[src/hw/rtl/rvcx_pkg.sv]
package rvcx_pkg;

   localparam int CINSN_W = 16;
   localparam int INSN_W  = 32;

   typedef logic [CINSN_W-1:0] cinsn_type;
   typedef logic [INSN_W-1:0]  insn_type;

   typedef struct packed {
      insn_type expanded;
      logic     legal;
   } rsp_type;

   // major opcodes of the 32-bit encoding
   localparam logic [6:0] OPC_LOAD      = 7'h03;
   localparam logic [6:0] OPC_LOAD_FP   = 7'h07;
   localparam logic [6:0] OPC_OP_IMM    = 7'h13;
   localparam logic [6:0] OPC_OP_IMM_32 = 7'h1b;
   localparam logic [6:0] OPC_STORE     = 7'h23;
   localparam logic [6:0] OPC_STORE_FP  = 7'h27;
   localparam logic [6:0] OPC_OP        = 7'h33;
   localparam logic [6:0] OPC_LUI       = 7'h37;
   localparam logic [6:0] OPC_OP_32     = 7'h3b;
   localparam logic [6:0] OPC_BRANCH    = 7'h63;
   localparam logic [6:0] OPC_JALR      = 7'h67;
   localparam logic [6:0] OPC_JAL       = 7'h6f;
   localparam logic [6:0] OPC_SYSTEM    = 7'h73;

   localparam logic [6:0]  F7_SUB     = 7'h20;
   localparam logic [6:0]  F7_BASE    = 7'h00;
   localparam logic [11:0] IMM_SRAI   = 12'h400;
   localparam logic [11:0] IMM_EBREAK = 12'h001;

   // compressed quadrants
   localparam logic [1:0] QUAD_0 = 2'b00;
   localparam logic [1:0] QUAD_1 = 2'b01;
   localparam logic [1:0] QUAD_2 = 2'b10;

   localparam logic [4:0] REG_ZERO = 5'd0;
   localparam logic [4:0] REG_RA   = 5'd1;
   localparam logic [4:0] REG_SP   = 5'd2;

endpackage

[src/hw/rtl/rvcx_channels.sv]
interface rvcx_req_if;
   logic                       valid;
   logic                       ready;
   logic [rvcx_pkg::CINSN_W-1:0] cinsn;

   modport source (output valid, output cinsn, input ready);
   modport sink (input valid, input cinsn, output ready);
endinterface

interface rvcx_rsp_if;
   logic                        valid;
   logic                        ready;
   logic [rvcx_pkg::INSN_W-1:0] expanded;
   logic                        legal;

   modport source (output valid, output expanded, output legal, input ready);
   modport sink (input valid, input expanded, input legal, output ready);
endinterface

[src/hw/rtl/rvc_instruction_expander_unit.sv]
// path: input register, decode, result register, then rsp
// throughput: one request per cycle unless rsp stalls; set by the single decode
// stage between the input register and the result register
// reset: synchronous; clears both stage valid bits, payload registers are not reset
module rvc_instruction_expander_unit (
   input  logic       clock,
   input  logic       reset,
   rvcx_req_if.sink   req_ch,
   rvcx_rsp_if.source rsp_ch
);
   import rvcx_pkg::*;

   logic      in_valid_ff;
   logic      in_valid_in;
   cinsn_type cinsn_ff;
   cinsn_type cinsn_in;
   logic      out_valid_ff;
   logic      out_valid_in;
   rsp_type   rsp_ff;
   rsp_type   rsp_in;
   rsp_type   dec_result;
   logic      out_free;
   logic      in_free;
   logic      req_take;

   rvcx_decode u_decode (
      .cinsn  (cinsn_ff),
      .result (dec_result)
   );

   assign out_free = !out_valid_ff || rsp_ch.ready;
   assign in_free  = !in_valid_ff || out_free;
   assign req_take = req_ch.valid && in_free;

   assign req_ch.ready    = in_free;
   assign rsp_ch.valid    = out_valid_ff;
   assign rsp_ch.expanded = rsp_ff.expanded;
   assign rsp_ch.legal    = rsp_ff.legal;

   always_comb begin
      in_valid_in  = in_free ? req_ch.valid : in_valid_ff;
      cinsn_in     = req_take ? req_ch.cinsn : cinsn_ff;
      out_valid_in = out_free ? in_valid_ff : out_valid_ff;
      // result register loads only when a decoded request moves forward
      rsp_in       = (out_free && in_valid_ff) ? dec_result : rsp_ff;
   end

   always_ff @(posedge clock) begin
      if (reset) begin
         in_valid_ff  <= 1'b0;
         out_valid_ff <= 1'b0;
      end else begin
         in_valid_ff  <= in_valid_in;
         out_valid_ff <= out_valid_in;
      end
   end

   always_ff @(posedge clock) begin
      cinsn_ff <= cinsn_in;
      rsp_ff   <= rsp_in;
   end

endmodule

[src/hw/rtl/rvcx_decode.sv]
module rvcx_decode (
   input  rvcx_pkg::cinsn_type cinsn,
   output rvcx_pkg::rsp_type   result
);
   import rvcx_pkg::*;

   function automatic insn_type fmt_i(logic [11:0] imm, logic [4:0] rs1, logic [2:0] f3,
                                      logic [4:0] rd, logic [6:0] op);
      return {imm, rs1, f3, rd, op};
   endfunction

   function automatic insn_type fmt_s(logic [11:0] imm, logic [4:0] rs2, logic [4:0] rs1,
                                      logic [2:0] f3, logic [6:0] op);
      return {imm[11:5], rs2, rs1, f3, imm[4:0], op};
   endfunction

   function automatic insn_type fmt_b(logic [12:0] imm, logic [4:0] rs1, logic [2:0] f3);
      return {imm[12], imm[10:5], REG_ZERO, rs1, f3, imm[4:1], imm[11], OPC_BRANCH};
   endfunction

   function automatic insn_type fmt_r(logic [6:0] f7, logic [4:0] rs2, logic [4:0] rs1,
                                      logic [2:0] f3, logic [4:0] rd, logic [6:0] op);
      return {f7, rs2, rs1, f3, rd, op};
   endfunction

   function automatic insn_type fmt_j(logic [20:0] imm);
      return {imm[20], imm[10:1], imm[11], imm[19:12], REG_ZERO, OPC_JAL};
   endfunction

   logic [1:0]  quad;
   logic [2:0]  funct3;
   logic [4:0]  rd;
   logic [4:0]  rs2;
   logic [4:0]  reg_hi;
   logic [4:0]  reg_lo;
   logic [11:0] imm6;
   logic [11:0] shamt6;
   logic [11:0] uimm_w;
   logic [11:0] uimm_d;
   logic [11:0] uimm_dsp;
   logic [11:0] uimm_dss;
   logic [11:0] uimm_4spn;
   logic [11:0] uimm_lwsp;
   logic [11:0] uimm_swsp;
   logic [11:0] imm_16sp;
   logic [12:0] br_off;
   logic [20:0] jmp_off;
   logic [19:0] lui_imm;
   logic [1:0]  alu_op;
   logic [2:0]  alu_f3;
   logic [6:0]  alu_f7;

   assign quad   = cinsn[1:0];
   assign funct3 = cinsn[15:13];
   assign rd     = cinsn[11:7];
   assign rs2    = cinsn[6:2];
   assign reg_hi = {2'b01, cinsn[9:7]};
   assign reg_lo = {2'b01, cinsn[4:2]};
   assign alu_op = cinsn[6:5];

   assign imm6      = {{7{cinsn[12]}}, cinsn[6:2]};
   assign shamt6    = {6'd0, cinsn[12], cinsn[6:2]};
   assign uimm_w    = {5'd0, cinsn[5], cinsn[12:10], cinsn[6], 2'd0};
   assign uimm_d    = {4'd0, cinsn[6:5], cinsn[12:10], 3'd0};
   assign uimm_dsp  = {3'd0, cinsn[4:2], cinsn[12], cinsn[6:5], 3'd0};
   assign uimm_dss  = {3'd0, cinsn[9:7], cinsn[12:10], 3'd0};
   assign uimm_4spn = {2'd0, cinsn[10:7], cinsn[12:11], cinsn[5], cinsn[6], 2'd0};
   assign uimm_lwsp = {4'd0, cinsn[3:2], cinsn[12], cinsn[6:4], 2'd0};
   assign uimm_swsp = {4'd0, cinsn[8:7], cinsn[12:9], 2'd0};
   assign imm_16sp  = {{3{cinsn[12]}}, cinsn[4:3], cinsn[5], cinsn[2], cinsn[6], 4'd0};
   assign br_off    = {{5{cinsn[12]}}, cinsn[6:5], cinsn[2], cinsn[11:10], cinsn[4:3], 1'b0};
   assign jmp_off   = {{10{cinsn[12]}}, cinsn[8], cinsn[10:9], cinsn[6], cinsn[7], cinsn[2],
                       cinsn[11], cinsn[5:3], 1'b0};
   assign lui_imm   = {{15{cinsn[12]}}, cinsn[6:2]};

   // c.sub, c.xor, c.or, c.and and the word forms
   always_comb begin
      alu_f7 = (alu_op == 2'b00) ? F7_SUB : F7_BASE;
      case (alu_op)
         2'b00:   alu_f3 = 3'd0;
         2'b01:   alu_f3 = 3'd4;
         2'b10:   alu_f3 = 3'd6;
         default: alu_f3 = 3'd7;
      endcase
   end

   always_comb begin
      result.expanded = '0;
      result.legal    = 1'b0;
      case (quad)
         QUAD_0: begin
            case (funct3)
               3'd0: begin
                  if (uimm_4spn != 12'd0) begin
                     result.expanded = fmt_i(uimm_4spn, REG_SP, 3'd0, reg_lo, OPC_OP_IMM);
                     result.legal    = 1'b1;
                  end
               end
               3'd1: begin
                  result.expanded = fmt_i(uimm_d, reg_hi, 3'd3, reg_lo, OPC_LOAD_FP);
                  result.legal    = 1'b1;
               end
               3'd2: begin
                  result.expanded = fmt_i(uimm_w, reg_hi, 3'd2, reg_lo, OPC_LOAD);
                  result.legal    = 1'b1;
               end
               3'd3: begin
                  result.expanded = fmt_i(uimm_d, reg_hi, 3'd3, reg_lo, OPC_LOAD);
                  result.legal    = 1'b1;
               end
               3'd5: begin
                  result.expanded = fmt_s(uimm_d, reg_lo, reg_hi, 3'd3, OPC_STORE_FP);
                  result.legal    = 1'b1;
               end
               3'd6: begin
                  result.expanded = fmt_s(uimm_w, reg_lo, reg_hi, 3'd2, OPC_STORE);
                  result.legal    = 1'b1;
               end
               3'd7: begin
                  result.expanded = fmt_s(uimm_d, reg_lo, reg_hi, 3'd3, OPC_STORE);
                  result.legal    = 1'b1;
               end
               default: begin
                  result.legal = 1'b0;
               end
            endcase
         end
         QUAD_1: begin
            case (funct3)
               3'd0: begin
                  result.expanded = fmt_i(imm6, rd, 3'd0, rd, OPC_OP_IMM);
                  result.legal    = 1'b1;
               end
               3'd1: begin
                  if (rd != REG_ZERO) begin
                     result.expanded = fmt_i(imm6, rd, 3'd0, rd, OPC_OP_IMM_32);
                     result.legal    = 1'b1;
                  end
               end
               3'd2: begin
                  result.expanded = fmt_i(imm6, REG_ZERO, 3'd0, rd, OPC_OP_IMM);
                  result.legal    = 1'b1;
               end
               3'd3: begin
                  if (rd == REG_SP) begin
                     if (imm_16sp != 12'd0) begin
                        result.expanded = fmt_i(imm_16sp, REG_SP, 3'd0, REG_SP, OPC_OP_IMM);
                        result.legal    = 1'b1;
                     end
                  end else if (rd != REG_ZERO && imm6 != 12'd0) begin
                     result.expanded = {lui_imm, rd, OPC_LUI};
                     result.legal    = 1'b1;
                  end
               end
               3'd4: begin
                  case (cinsn[11:10])
                     2'b00: begin
                        result.expanded = fmt_i(shamt6, reg_hi, 3'd5, reg_hi, OPC_OP_IMM);
                        result.legal    = 1'b1;
                     end
                     2'b01: begin
                        result.expanded = fmt_i(IMM_SRAI | shamt6, reg_hi, 3'd5, reg_hi,
                                                OPC_OP_IMM);
                        result.legal    = 1'b1;
                     end
                     2'b10: begin
                        result.expanded = fmt_i(imm6, reg_hi, 3'd7, reg_hi, OPC_OP_IMM);
                        result.legal    = 1'b1;
                     end
                     default: begin
                        if (!cinsn[12]) begin
                           result.expanded = fmt_r(alu_f7, reg_lo, reg_hi, alu_f3, reg_hi,
                                                   OPC_OP);
                           result.legal    = 1'b1;
                        end else if (!alu_op[1]) begin
                           result.expanded = fmt_r(alu_f7, reg_lo, reg_hi, 3'd0, reg_hi,
                                                   OPC_OP_32);
                           result.legal    = 1'b1;
                        end
                     end
                  endcase
               end
               3'd5: begin
                  result.expanded = fmt_j(jmp_off);
                  result.legal    = 1'b1;
               end
               3'd6: begin
                  result.expanded = fmt_b(br_off, reg_hi, 3'd0);
                  result.legal    = 1'b1;
               end
               default: begin
                  result.expanded = fmt_b(br_off, reg_hi, 3'd1);
                  result.legal    = 1'b1;
               end
            endcase
         end
         QUAD_2: begin
            case (funct3)
               3'd0: begin
                  if (rd != REG_ZERO) begin
                     result.expanded = fmt_i(shamt6, rd, 3'd1, rd, OPC_OP_IMM);
                     result.legal    = 1'b1;
                  end
               end
               3'd1: begin
                  result.expanded = fmt_i(uimm_dsp, REG_SP, 3'd3, rd, OPC_LOAD_FP);
                  result.legal    = 1'b1;
               end
               3'd2: begin
                  if (rd != REG_ZERO) begin
                     result.expanded = fmt_i(uimm_lwsp, REG_SP, 3'd2, rd, OPC_LOAD);
                     result.legal    = 1'b1;
                  end
               end
               3'd3: begin
                  if (rd != REG_ZERO) begin
                     result.expanded = fmt_i(uimm_dsp, REG_SP, 3'd3, rd, OPC_LOAD);
                     result.legal    = 1'b1;
                  end
               end
               3'd4: begin
                  if (!cinsn[12]) begin
                     // c.mv, else c.jr
                     if (rs2 != REG_ZERO) begin
                        result.expanded = fmt_r(F7_BASE, rs2, REG_ZERO, 3'd0, rd, OPC_OP);
                        result.legal    = 1'b1;
                     end else if (rd != REG_ZERO) begin
                        result.expanded = fmt_i(12'd0, rd, 3'd0, REG_ZERO, OPC_JALR);
                        result.legal    = 1'b1;
                     end
                  end else begin
                     // c.add, c.ebreak, c.jalr
                     if (rs2 != REG_ZERO) begin
                        result.expanded = fmt_r(F7_BASE, rs2, rd, 3'd0, rd, OPC_OP);
                     end else if (rd == REG_ZERO) begin
                        result.expanded = fmt_i(IMM_EBREAK, REG_ZERO, 3'd0, REG_ZERO,
                                                OPC_SYSTEM);
                     end else begin
                        result.expanded = fmt_i(12'd0, rd, 3'd0, REG_RA, OPC_JALR);
                     end
                     result.legal = 1'b1;
                  end
               end
               3'd5: begin
                  result.expanded = fmt_s(uimm_dss, rs2, REG_SP, 3'd3, OPC_STORE_FP);
                  result.legal    = 1'b1;
               end
               3'd6: begin
                  result.expanded = fmt_s(uimm_swsp, rs2, REG_SP, 3'd2, OPC_STORE);
                  result.legal    = 1'b1;
               end
               default: begin
                  result.expanded = fmt_s(uimm_dss, rs2, REG_SP, 3'd3, OPC_STORE);
                  result.legal    = 1'b1;
               end
            endcase
         end
         default: begin
            result.legal = 1'b0;
         end
      endcase
   end

endmodule

[src/flat_wrapper.sv]
// flat-port wrapper written by rule: the top's interface ports become plain ports
module rvc_instruction_expander_unit_flat import rvcx_pkg::*;
  (clock, reset, req_ch_valid, req_ch_cinsn, req_ch_ready, rsp_ch_valid, rsp_ch_expanded, rsp_ch_legal, rsp_ch_ready);
  rvcx_req_if req_ch_i ();
  rvcx_rsp_if rsp_ch_i ();
  input  logic clock;
  input  logic reset;
  input wire logic [$bits(req_ch_i.valid)-1:0] req_ch_valid;
  input wire logic [$bits(req_ch_i.cinsn)-1:0] req_ch_cinsn;
  output wire logic [$bits(req_ch_i.ready)-1:0] req_ch_ready;
  output wire logic [$bits(rsp_ch_i.valid)-1:0] rsp_ch_valid;
  output wire logic [$bits(rsp_ch_i.expanded)-1:0] rsp_ch_expanded;
  output wire logic [$bits(rsp_ch_i.legal)-1:0] rsp_ch_legal;
  input wire logic [$bits(rsp_ch_i.ready)-1:0] rsp_ch_ready;
  assign req_ch_i.valid = req_ch_valid;
  assign req_ch_i.cinsn = req_ch_cinsn;
  assign req_ch_ready = req_ch_i.ready;
  assign rsp_ch_valid = rsp_ch_i.valid;
  assign rsp_ch_expanded = rsp_ch_i.expanded;
  assign rsp_ch_legal = rsp_ch_i.legal;
  assign rsp_ch_i.ready = rsp_ch_ready;
  rvc_instruction_expander_unit u_core (.clock(clock), .reset(reset), .req_ch(req_ch_i), .rsp_ch(rsp_ch_i));
endmodule
[config.mk]
export PLATFORM = sky130hd
export DESIGN_NAME = rvc_instruction_expander_unit_flat
export DESIGN_NICKNAME = d
export VERILOG_FILES = /design/src/hw/rtl/rvcx_pkg.sv /design/src/hw/rtl/rvcx_channels.sv /design/src/hw/rtl/rvc_instruction_expander_unit.sv /design/src/hw/rtl/rvcx_decode.sv /design/src/flat_wrapper.sv
export SDC_FILE = /design/constraint.sdc
export NUM_CORES = 1
export LEC_CHECK = 0
export BUFFER_PORTS_ARGS = -buffer_cell sky130_fd_sc_hd__buf_2
export CAP_MARGIN = 5
export CORE_UTILIZATION = 52
export DETAILED_ROUTE_END_ITERATION = 10
export PLACE_DENSITY = 0.77
export SLEW_MARGIN = 20
export SYNTH_ARGS = -nofsm -noshare
export SYNTH_HDL_FRONTEND = slang
export SYNTH_SLANG_ARGS = --single-unit
[constraint.sdc]
create_clock -name clock -period 2.4 [get_ports clock]
set_clock_uncertainty 0.2 [all_clocks]
set_input_delay 0.24 -clock clock [delete_from_list [all_inputs] [get_ports clock]]
set_output_delay 0.24 -clock clock [all_outputs]
set_load 0.02 [all_outputs]
== Word level (Yosys, flattened, before mapping) ==
Cells that the tools add are included.

* Flip-flop bits (word level): 51
* Output and inout port bits: 35
* Input port bits: 20
* Word-level logic and storage cells: 61

* Reduce and logical (&&, ||, !) cells: 18
* Equality and inequality tests: 14
* Muxes and demuxes: 24

{| class="wikitable"
|+ Operators with widths
! operator !! number
|-
| $pmux W33 S7 || 2
|-
| $pmux W32 S7 || 1
|-
| $mux W33 || 6
|-
| $pmux W33 S3 || 1
|-
| $pmux W32 S3 || 1
|-
| $mux W32 || 2
|-
| $mux W21 || 2
|-
| $reduce_bool A12 Y1 || 3
|-
| $mux W31 || 1
|-
| $mux W30 || 1
|-
| $mux W29 || 1
|-
| $mux W27 || 1
|-
| $mux W26 || 1
|-
| $eq A3 B3 Y1 const B || 4
|-
| $reduce_bool A5 Y1 || 2
|-
| $pmux W3 S3 || 1
|-
| $eq A2 B1 Y1 const B || 3
|-
| $eq A2 B2 Y1 const B || 3
|-
| $eq A3 B2 Y1 const B || 2
|-
| $logic_not A2 Y1 || 3
|-
| $mux W6 || 1
|-
| $reduce_or A6 Y1 || 1
|-
| $eq A5 B2 Y1 const B || 1
|-
| $logic_not A5 Y1 || 1
|-
| 7 further kinds || 11
|}

== Longest topological paths before layout ==
Gate-level depths: netlist of the first run.

* Word-level depth: 7
* Gate-level depth with buffers: 8
* Depth with buffers taken out: 5

== Hierarchy ==
From an unflattened synthesis of the first run, not the netlist that was laid out.

* Cell total of the unflattened synthesis: 375
* Area total of the unflattened synthesis: 3360.7 sq um

{| class="wikitable"
|+ Modules (own cells, without submodules)
! module !! seq. area each (sq um) !! instances !! cells an instance !! area an instance (sq um)
|-
| rvcx_decode || 0.0 || 1 || 316 || 1785.5
|-
| rvc_instruction_expander_unit || 1511.4 || 1 || 59 || 1575.3
|}

== Worst setup path before layout of the first run ==
Ideal clock, no wire load.

* Path type: reg-to-reg
* Start: register u_core.out_valid_ff, in the netlist u_core.rsp_ch.valid
* End: register u_core.rsp_ff (netlist bit u_core.rsp_ch.expanded[10]), enable pin
* Slack: -223 ps
* Library setup time: 425 ps
* Stages on the path, launching flop included: 3
* Clock period less this slack: 2623 ps
* Required time: 1775 ps
* Arrival time: 1998 ps
* Path through: dfxtp_1 -> nor2b_1 -> nor2b_1

* Word-level cells in the longest chain between the ends: 3

{| class="wikitable"
|+ RTL lines
! element !! line !! text
|-
| from (decl) || rvc_instruction_expander_unit.sv:17 || <nowiki>logic out_valid_ff;</nowiki>
|-
| from (signal assigned) || rvc_instruction_expander_unit.sv:54 || <nowiki>out_valid_ff <= out_valid_in;</nowiki>
|-
| $logic_not A1 Y1 || rvc_instruction_expander_unit.sv:31 || <nowiki>assign out_free = !out_valid_ff || rsp_ch.ready;</nowiki>
|-
| $logic_or A1 B1 Y1 || rvc_instruction_expander_unit.sv:31 ||
|-
| $logic_and A1 B1 Y1 || rvc_instruction_expander_unit.sv:45 || <nowiki>rsp_in = (out_free && in_valid_ff) ? dec_result : rsp_ff;</nowiki>
|-
| to (signal assigned) || rvc_instruction_expander_unit.sv:60 || <nowiki>rsp_ff <= rsp_in;</nowiki>
|-
| to (decl) || rvc_instruction_expander_unit.sv:19 || <nowiki>rsp_type rsp_ff;</nowiki>
|}

No other way between the ends.
A chain may end at the register's enable or synchronous reset.

==> results.yml, run 1 <==
detailed_routing:
  routed_via_density: 6.79
  drc: 0
  wl_per_cell_um: 22.1
  ant_nets: 0
  vias: 3898
  firstDrtPassIters: 7
  drt_iter0_markers: 761
  wl_mm: 12.7
sta:
  fmax_mhz: 418
  period_minus_slack_ps: 2390
  finalSetupViolCount: 0
  finalHoldViolations: 0
  slew_headroom: 0.510
  rsz0062_at_grt: "true"
  tightest_slew_ps: 733
  drv_slew: 0
  post-route-period-util: 0.997
floorplan:
  fp.dieW_um: 83.0
  pin_count: 55
  start_util: 0.537
  die_h_um: 83.0
  rows: 29
  dieArea_um2: 6880
  core_area_um2: 6350
cts:
  cts.sinks: 50
  cts_buffers: 5
  clk_latency_ps: 310
  htreeDepth: 2
  root_buffer: "clkbuf_8"
  cts.path.max_buffers: 2
  clkSlewWorstSetupHoldPaths_ps: 90
  cts_tree: "yes"
critical_path:
  cp-end-kind: "register"
  worstSetupPathType: "register to register"
  path_max_fanout: 4
  worstPathRequired_ps: 2260
  start_kind: "register"
  crit_arrival_ps: 2250
logic_synthesis:
  ys_types: 60
  synthCells: 389
  yosysTopAreaCellShare: 0.423
  syn_area_um2: 3410
  synth_most_common_cell: "edfxtp_1"
  syn_avg_cell_area_um2: 8.76
  synth-edff-count: 48
  yosys.area.top_type: "edfxtp_1"
  ys_async_sr_fraction: 0
  synth_area_leaders: "edfxtp_1 42%, o21ai_0 5.1%, nand2_1 4.6%"
  ys_ff_latch: 50
  ys_seq_area_frac: 0.434
  synthFlopType: "edfxtp_1"
  yosysWarnings: 0
  synth_commonest_cells: "48 x edfxtp_1, 42 x nand2_1, 35 x o21ai_0"
  syn-num-nets: 409
placement:
  dp_hpwl_mm: 8.95
  dp_cells: 545
  portBuffers: 54
  dpl_cell_area_um2: 4110
  gp_congestion: 1.08
global_route:
  antenna_found_initial: 0
  grtUsageTotal: 0.372
  grt_first_pass_wirelength_mm: 19.7
  grt_pass1_vias: 3723
  grt_max_degree: 33
  grt-ovfl-total: 0
power:
  power_density_nw_per_um2: 498
  leakage_nw: 1.75
  ir_worst_vdd_v: 0.000303
layout:
  multiInputGateArea_um2: 1760
  syn2layout_area_growth_pct: 30.8
  regArea_um2: 1480
  final_area_um2: 4460
  fill_cells: 497
  fin_nets: 516
  drive_gt1_frac: 0.294
  antenna_cells: 0
  layoutNonFillerInstCount: 574
outcome:
  status: "complete, no violations"
worst_hold_path:
  hold_class: "primary input to register"
flow_run:
  cap_violations: 0
registers in the layout, indices dropped and copies added (netlist names):
signal / count
u_core.in_valid_ff: 1
u_core.rsp_ch.valid: 1
u_core.cinsn_ff: 16
u_core.rsp_ch.expanded: 31
u_core.rsp_ch.legal: 1
logic make-up after synthesis:
logic type	after synthesis	share of synthesized area
AO/OA/AOI/OAI	149	0.295
AND/OR/NAND/NOR	139	0.208
flip-flops	50	0.434
buffers and inverters	50	0.0594
multiplexers	1	0.00294
stage by stage:
step / setup slack, ps / TNS [ps] / hold slack (ps) / total power (W) / util
after floorplan: 29.9 / 0 / 112 / 0.00136 / -
after global placement: 74.0 / 0 / 212 / 0.00157 / 0.647
after detailed placement: 31.2 / 0 / 217 / 0.00158 / 0.647
after CTS: 10.5 / 0 / 51.3 / 0.00219 / 0.693
after global routing: -21.7 / -38.3 / 64.5 / 0.00229 / 0.702
final: 7.31 / 0 / 51.6 / 0.00222 / 0.702
area by class of cell:
type,count,area share
clock buffers,5,0.0154
clock inverters,3,0.0101
inverters,9,0.00758
multi-input cells,289,0.395
repair buffers,141,0.218
flip-flops and latches,50,0.332
well taps,77,0.0216
routing by layer:
| metal | up-vias | share of wire | GRT usage |
|---|---|---|---|
| met1 | 1752 | 0.38 | 0.494 |
| met2 | 353 | 0.44 | 0.566 |
| li1 | 1702 | - | - |
| met5 | - | 0 | 0 |
| met3 | 91 | 0.12 | 0.0726 |
| met4 | 0 | 0.059 | 0.219 |
critical path, stage by stage, from the launching register on:
cell and delay, ps:
edfxtp_1 450, or4_4 590, or3_4 380, a221oi_1 400, a21oi_1 120
placed cells by master, fill, tap and decap left out, types with 9 or more instances in the layout:
cell type / netlist / final
inv_1: 9 / 9
a21oi_1: 29 / 29
edfxtp_1: 48 / 48
buf_2: 3 / 54
dlygate4sd3_1: 0 / 18
nand3_1: 13 / 13
o21ai_0: 35 / 34
nand2_1: 42 / 40
o211ai_1: 11 / 11
nor2b_1: 11 / 10
nor2_1: 29 / 28
buf_4: 1 / 68
power by group:
| part | total (W) | switching [W] | internal, W |
|---|---|---|---|
| registers | 0.00105 | 0.0000274 | 0.00102 |
| clock network | 0.000608 | 0.000298 | 0.000310 |
| logic | 0.000565 | 0.000345 | 0.000220 |
| total | 0.00222 | 0.000670 | 0.00155 |
what timing repair did:
| item | CTS | global route |
|---|---|---|
| buffers inserted | 0 | 3 |
| hold buffers | 18 | 0 |
| hold endpoints to repair | 18 | 0 |
| gates resized for setup | 0 | 9 |
| endpoints found under the setup margin | 0 | 12 |
path summary, 6_finish.rpt:
path	cells after the start	end	startpoint	slack, ps
worst min-delay path	4	u_core.rsp_ch.valid$_SDFFE_PP0P_	rsp_ch_ready	50
worst max-delay path	4	u_core.rsp_ch.expanded[10]$_DFFE_PP_	u_core.cinsn_ff[10]$_DFFE_PP_	7
worst max register to register	4	u_core.rsp_ch.expanded[10]$_DFFE_PP_	u_core.cinsn_ff[10]$_DFFE_PP_	7
worst min register to register	2	u_core.rsp_ch.valid$_SDFFE_PP0P_	u_core.in_valid_ff$_SDFFE_PP0N_	330
Note: power is estimated with default switching activity, not from simulation.
==> run 2, diff against run 1 <==
SETUP_SLACK_MARGIN = 0.3   (was default)
==> results.yml, run 2 (synthesized netlist as in run 1, its figures left out) <==
sta:
  tightest_slew_ps: 811
  finalHoldViolations: 0
  drv_slew: 0
  finalSetupTns_ps: 0
  post-route-period-util: 0.989
  period_minus_slack_ps: 2370
  rsz0062_at_grt: "true"
  finalSetupViolCount: 0
  slew_headroom: 0.458
  fmax_mhz: 421
outcome:
  status: "complete, no violations"
worst_hold_path:
  min-delay-start: "rsp_ch_ready"
  min_path_cells: 4
  hold_class: "primary input to register"
cts:
  clkSlewWorstSetupHoldPaths_ps: 90
  cts_buffers: 5
  clk_latency_ps: 310
  htreeDepth: 2
  cts.sinks: 50
  cts_tree: "yes"
  root_buffer: "clkbuf_8"
  cts.path.max_buffers: 2
detailed_routing:
  wl_met2_mm: 6.12
  firstDrtPassIters: 6
  drt_iter0_markers: 733
  met1_length_mm: 4.81
  routed_via_density: 7.03
  wl_met3_mm: 1.78
  ant_nets: 0
  topRoutingLayerUsed: "met4"
  wl_per_cell_um: 22.9
  wl_mm: 13.7
  drc: 0
  vias: 4224
layout:
  drive_gt1_frac: 0.391
  fill_cells: 399
  syn2layout_area_growth_pct: 45.6
  largest_reg_flops: 31
  final_cell_mix: "77 x buf_4, 54 x buf_2, 48 x edfxtp_1"
  final_common_cell: "buf_4"
  antenna_cells: 0
  fin_nets: 543
placement:
  dp_hpwl_mm: 9.18
  gp_congestion: 1.10
  portBuffers: 54
floorplan:
  dieArea_um2: 6880
  rows: 29
  fp.dieW_um: 83.0
  start_util: 0.537
  core_area_um2: 6350
  pin_count: 55
  die_h_um: 83.0
critical_path:
  start_kind: "register"
  reg2reg_depth: 5
  worstSetupPathType: "register to register"
  rr_startpoint: "u_core.cinsn_ff[11]$_DFFE_PP_"
  crit_start: "u_core.cinsn_ff[11]$_DFFE_PP_"
  crit_arrival_ps: 2240
  cp-end-kind: "register"
  worstPathRequired_ps: 2270
  path_max_fanout: 5
power:
  cellInternalPower_w: 0.00149
  total_power_w: 0.00219
  p_sw_w: 0.000697
  leakage_nw: 1.97
  combPwrFrac: 0.300
  swShare: 0.319
  clockPowerShare: 0.220
  seqPwrFrac: 0.480
  ir_worst_vdd_v: 0.000313
  power_density_nw_per_um2: 440
flow_run:
  cap_violations: 0
global_route:
  grt_first_pass_wirelength_mm: 19.9
  grt_pass1_vias: 3773
  grt_max_degree: 33
  antenna_found_initial: 0
  grtUsageTotal: 0.374
  grt-ovfl-total: 0
## run 2: routing by layer
metal | vias up | GRT usage
li1 | 1766 | -
met1 | 1894 | 0.475
met2 | 433 | 0.574
met3 | 131 | 0.103
met4 | 0 | 0.216
met5 | - | 0
## run 2: cell type report
type	instances	area, µm²	area share
Clock buffer	6	72.6	0.0146
Sequential cell	50	1480	0.298
Multi-Input combinational cell	289	2000	0.403
Inverter	9	33.8	0.00681
Clock inverter	2	8.76	0.00176
Tap cell	77	96.3	0.0194
Timing Repair Buffer	168	1270	0.256
## run 2: power by group through the flow
stage               combinational [W]  clock [W]  sequential (W)
CTS                          0.000562   0.000480         0.00105
floorplan                    0.000269          0         0.00110
detailed placement           0.000505          0         0.00107
global placement             0.000504          0         0.00107
finish                       0.000656   0.000481         0.00105
global route                 0.000679   0.000523         0.00105
## run 2: final timing paths
path	to	slack [ps]
min	u_core.rsp_ch.valid$_SDFFE_PP0P_	50
max reg2reg	u_core.rsp_ch.expanded[28]$_DFFE_PP_	30
max	u_core.rsp_ch.expanded[28]$_DFFE_PP_	30
min reg2reg	u_core.rsp_ch.valid$_SDFFE_PP0P_	320
## run 2: timing repair
| item | CTS | global route |
|---|---|---|
| hold endpoints to repair | 18 | 0 |
| endpoints found under the setup margin | 28 | 30 |
| buffers inserted | 14 | 14 |
| pin swaps | 15 | 18 |
| hold buffers | 18 | 0 |
| gates resized for setup | 22 | 58 |
## run 2: critical path, cell delays in order, from the launching register on
cell and delay (ps):
edfxtp_1 430, or3_1 380, o41a_1 460, o21ai_4 270
nand3_2 90, a221o_1 300
## run 2: through the flow
| step | cells | hold WS, ps | setup slack, ps | cell area, µm² | util |
|---|---|---|---|---|---|
| global placement | 547 | 215 | 53.7 | 4170 | 0.656 |
| CTS | 587 | 44.6 | 75.7 | 4620 | 0.727 |
| global route | 601 | 94.8 | -8.40 | 4960 | 0.782 |
| finish | 601 | 49.8 | 25.3 | 4960 | 0.782 |
| detailed placement | 547 | 218 | -11.2 | 4170 | 0.656 |
| floorplan | 389 | 112 | 29.9 | 3460 | - |
==> run 3, diff against run 2 <==
ABC_AREA = 1   (was default)
HOLD_SLACK_MARGIN = 0.15   (was default)
TNS_END_PERCENT = 30   (was default)
==> results.yml, run 3 <==
logic_synthesis:
  ys_seq_area_frac: 0.413
  ys_ff_latch: 50
  yosysTopAreaCellShare: 0.402
  syn-num-nets: 476
  syn_area_um2: 3580
  yosys.area.top_type: "edfxtp_1"
  synth_most_common_cell: "nand2_1"
  yosysWarnings: 0
  synthCells: 456
  ys_async_sr_fraction: 0
  synthFlopType: "edfxtp_1"
  syn_avg_cell_area_um2: 7.86
  ys_types: 37
  synth-edff-count: 48
  synth_area_leaders: "edfxtp_1 40%, nand2_1 12%, nand3_1 6.4%"
  synth_commonest_cells: "117 x nand2_1, 48 x edfxtp_1, 46 x nand3_1"
cts:
  cts_buffers: 5
  cts.path.max_buffers: 2
  clkSlewWorstSetupHoldPaths_ps: 80
  cts.sinks: 50
  clk_latency_ps: 300
  htreeDepth: 2
  cts_tree: "yes"
  root_buffer: "clkbuf_8"
detailed_routing:
  routed_via_density: 6.14
  firstDrtPassIters: 7
  drc: 0
  wl_mm: 13.1
  wl_per_cell_um: 20.0
  ant_nets: 0
  drt_iter0_markers: 627
  vias: 4024
critical_path:
  rr_startpoint: "u_core.cinsn_ff[8]$_DFFE_PP_"
  crit_start: "u_core.cinsn_ff[8]$_DFFE_PP_"
  worstPathRequired_ps: 2250
  path_max_fanout: 6
  reg2reg_depth: 6
  crit_buf_inv: 1
  crit_chain: "nor2_4, nand3_2, inv_1, o21ai_0, a31oi_1, nand2_1"
  crit_slowest_cell: "edfxtp_1"
  cp_top_family: "flip-flops"
  r2r-end: "u_core.rsp_ch.expanded[22]$_DFFE_PP_"
  cp.depth: 6
  start_kind: "register"
  setup.worst_path.end: "u_core.rsp_ch.expanded[22]$_DFFE_PP_"
  cp-end-kind: "register"
  cpPeakStageDelay_ps: 530
  crit_arrival_ps: 1950
  worstSetupPathType: "register to register"
  rrSetupSlack_ps: 300
layout:
  final_cell_mix: "115 x nand2_1, 58 x buf_4, 54 x buf_2"
  syn2layout_area_growth_pct: 28.9
  final_core_util: 0.711
  fin_nets: 598
  final_common_cell: "nand2_1"
  drive_gt1_frac: 0.310
  largest_reg_flops: 31
  antenna_cells: 0
sta:
  finalSetupTns_ps: 0
  fmax_mhz: 477
  post-route-period-util: 0.874
  rsz0062_at_grt: "true"
  finalHoldViolations: 0
  slew_headroom: 0.605
  drv_slew: 0
  period_minus_slack_ps: 2100
  finalSetupViolCount: 0
  tightest_slew_ps: 591
power:
  power_density_nw_per_um2: 483
  ir_worst_vdd_v: 0.000327
  leakage_nw: 2.17
floorplan:
  start_util: 0.552
  fp.dieW_um: 85.0
  core_area_um2: 6490
  rows: 29
  dieArea_um2: 7230
  pin_count: 55
  die_h_um: 85.0
global_route:
  grt_first_pass_wirelength_mm: 19.3
  grt-ovfl-total: 0
  antenna_found_initial: 0
  grt_pass1_vias: 3603
  grtUsageTotal: 0.360
  grt_max_degree: 33
worst_hold_path:
  hold_class: "primary input to register"
  min-delay-start: "req_ch_cinsn[6]"
placement:
  gp_congestion: 1.06
  portBuffers: 54
  dp_hpwl_mm: 9.46
flow_run:
  cap_violations: 0
outcome:
  status: "complete, no violations"
[run 3: cell types whose count changed after synthesis, sizes merged, moves of 9 or more]
cell,delta
nor2,+23
o21ai,+13
nand3,+38
nand2,+85
buf,+9
inv,+38
nor2b,-11
clkbuf,-29
[run 3: worst reg2reg max path: stages, from the launching register on]
cell and delay [ps]:
edfxtp_1 530, nor2_4 220, nand3_2 210, inv_1 240
o21ai_0 140, a31oi_1 220, nand2_1 100
[run 3: cells by family (layout without fill, tap and decap cells)]
family | Yosys count | after routing | synth area share
buffers and inverters | 68 | 189 | 0.0960
AO/OA/AOI/OAI | 90 | 90 | 0.135
flip-flops | 50 | 50 | 0.413
AND/OR/NAND/NOR | 248 | 249 | 0.355
[run 3: how the worst min path moves through the flow]
stage	endpoint	slack (ps)	cells past startpoint
6_report	u_core.cinsn_ff[6]$_DFFE_PP_	440	2
3_3_place_gp	u_core.in_valid_ff$_SDFFE_PP0N_	210	2
4_1_cts	u_core.cinsn_ff[14]$_DFFE_PP_	430	2
2_1_floorplan	u_core.in_valid_ff$_SDFFE_PP0N_	110	1
5_1_grt	u_core.cinsn_ff[0]$_DFFE_PP_	450	2
3_5_place_dp	u_core.cinsn_ff[14]$_DFFE_PP_	220	1
[run 3: cell type report]
cell class	count	area, µm²
clock buffer	5	68.8
clock inverter	2	33.8
fill	527	1870
inverter	47	184
multi-input combinational	339	1800
sequential	50	1480
tap	77	96.3
timing repair buffer	135	957
[run 3: through the flow]
| stage | power (W) | cells | hold slack, ps | instance area, µm² | setup WS, ps |
|---|---|---|---|---|---|
| 3_3_place_gp | 0.00159 | 603 | 213 | 4090 | 7.82 |
| 6_report | 0.00223 | 655 | 438 | 4620 | 302 |
| 5_1_grt | 0.00231 | 655 | 447 | 4620 | 252 |
| 3_5_place_dp | 0.00159 | 603 | 218 | 4090 | 41.0 |
| 2_1_floorplan | 0.00141 | 456 | 109 | 3590 | 456 |
| 4_1_cts | 0.00220 | 641 | 432 | 4490 | 269 |
[run 3: what timing repair did]
| item | 4_1_cts | 5_1_grt |
|---|---|---|
| setup buffers | 11 | 13 |
| gates cloned | 0 | 1 |
| hold buffers | 20 | 0 |
| resized for setup | 1 | 11 |
| endpoints found under the hold margin | 18 | 0 |
| setup endpoints to repair | 25 | 25 |
| pin swaps | 1 | 4 |
[run 3: per-layer routing]
metal  vias to the layer above  track usage  wire length (µm)
met3                        65       0.0730              1780
met1                      1823        0.467              4870
met2                       347        0.576              5750
met4                         0        0.173               706
met5                         -            0                 0
li1                       1789            -                 -
[run 3: power breakdown]
group	leakage [nW]	switching, W	total, W	internal [W]
sequential	0.485	0.0000253	0.00104	0.00102
clock	0.0517	0.000277	0.000579	0.000302
combinational	1.64	0.000387	0.000610	0.000223
total	2.17	0.000690	0.00223	0.00154
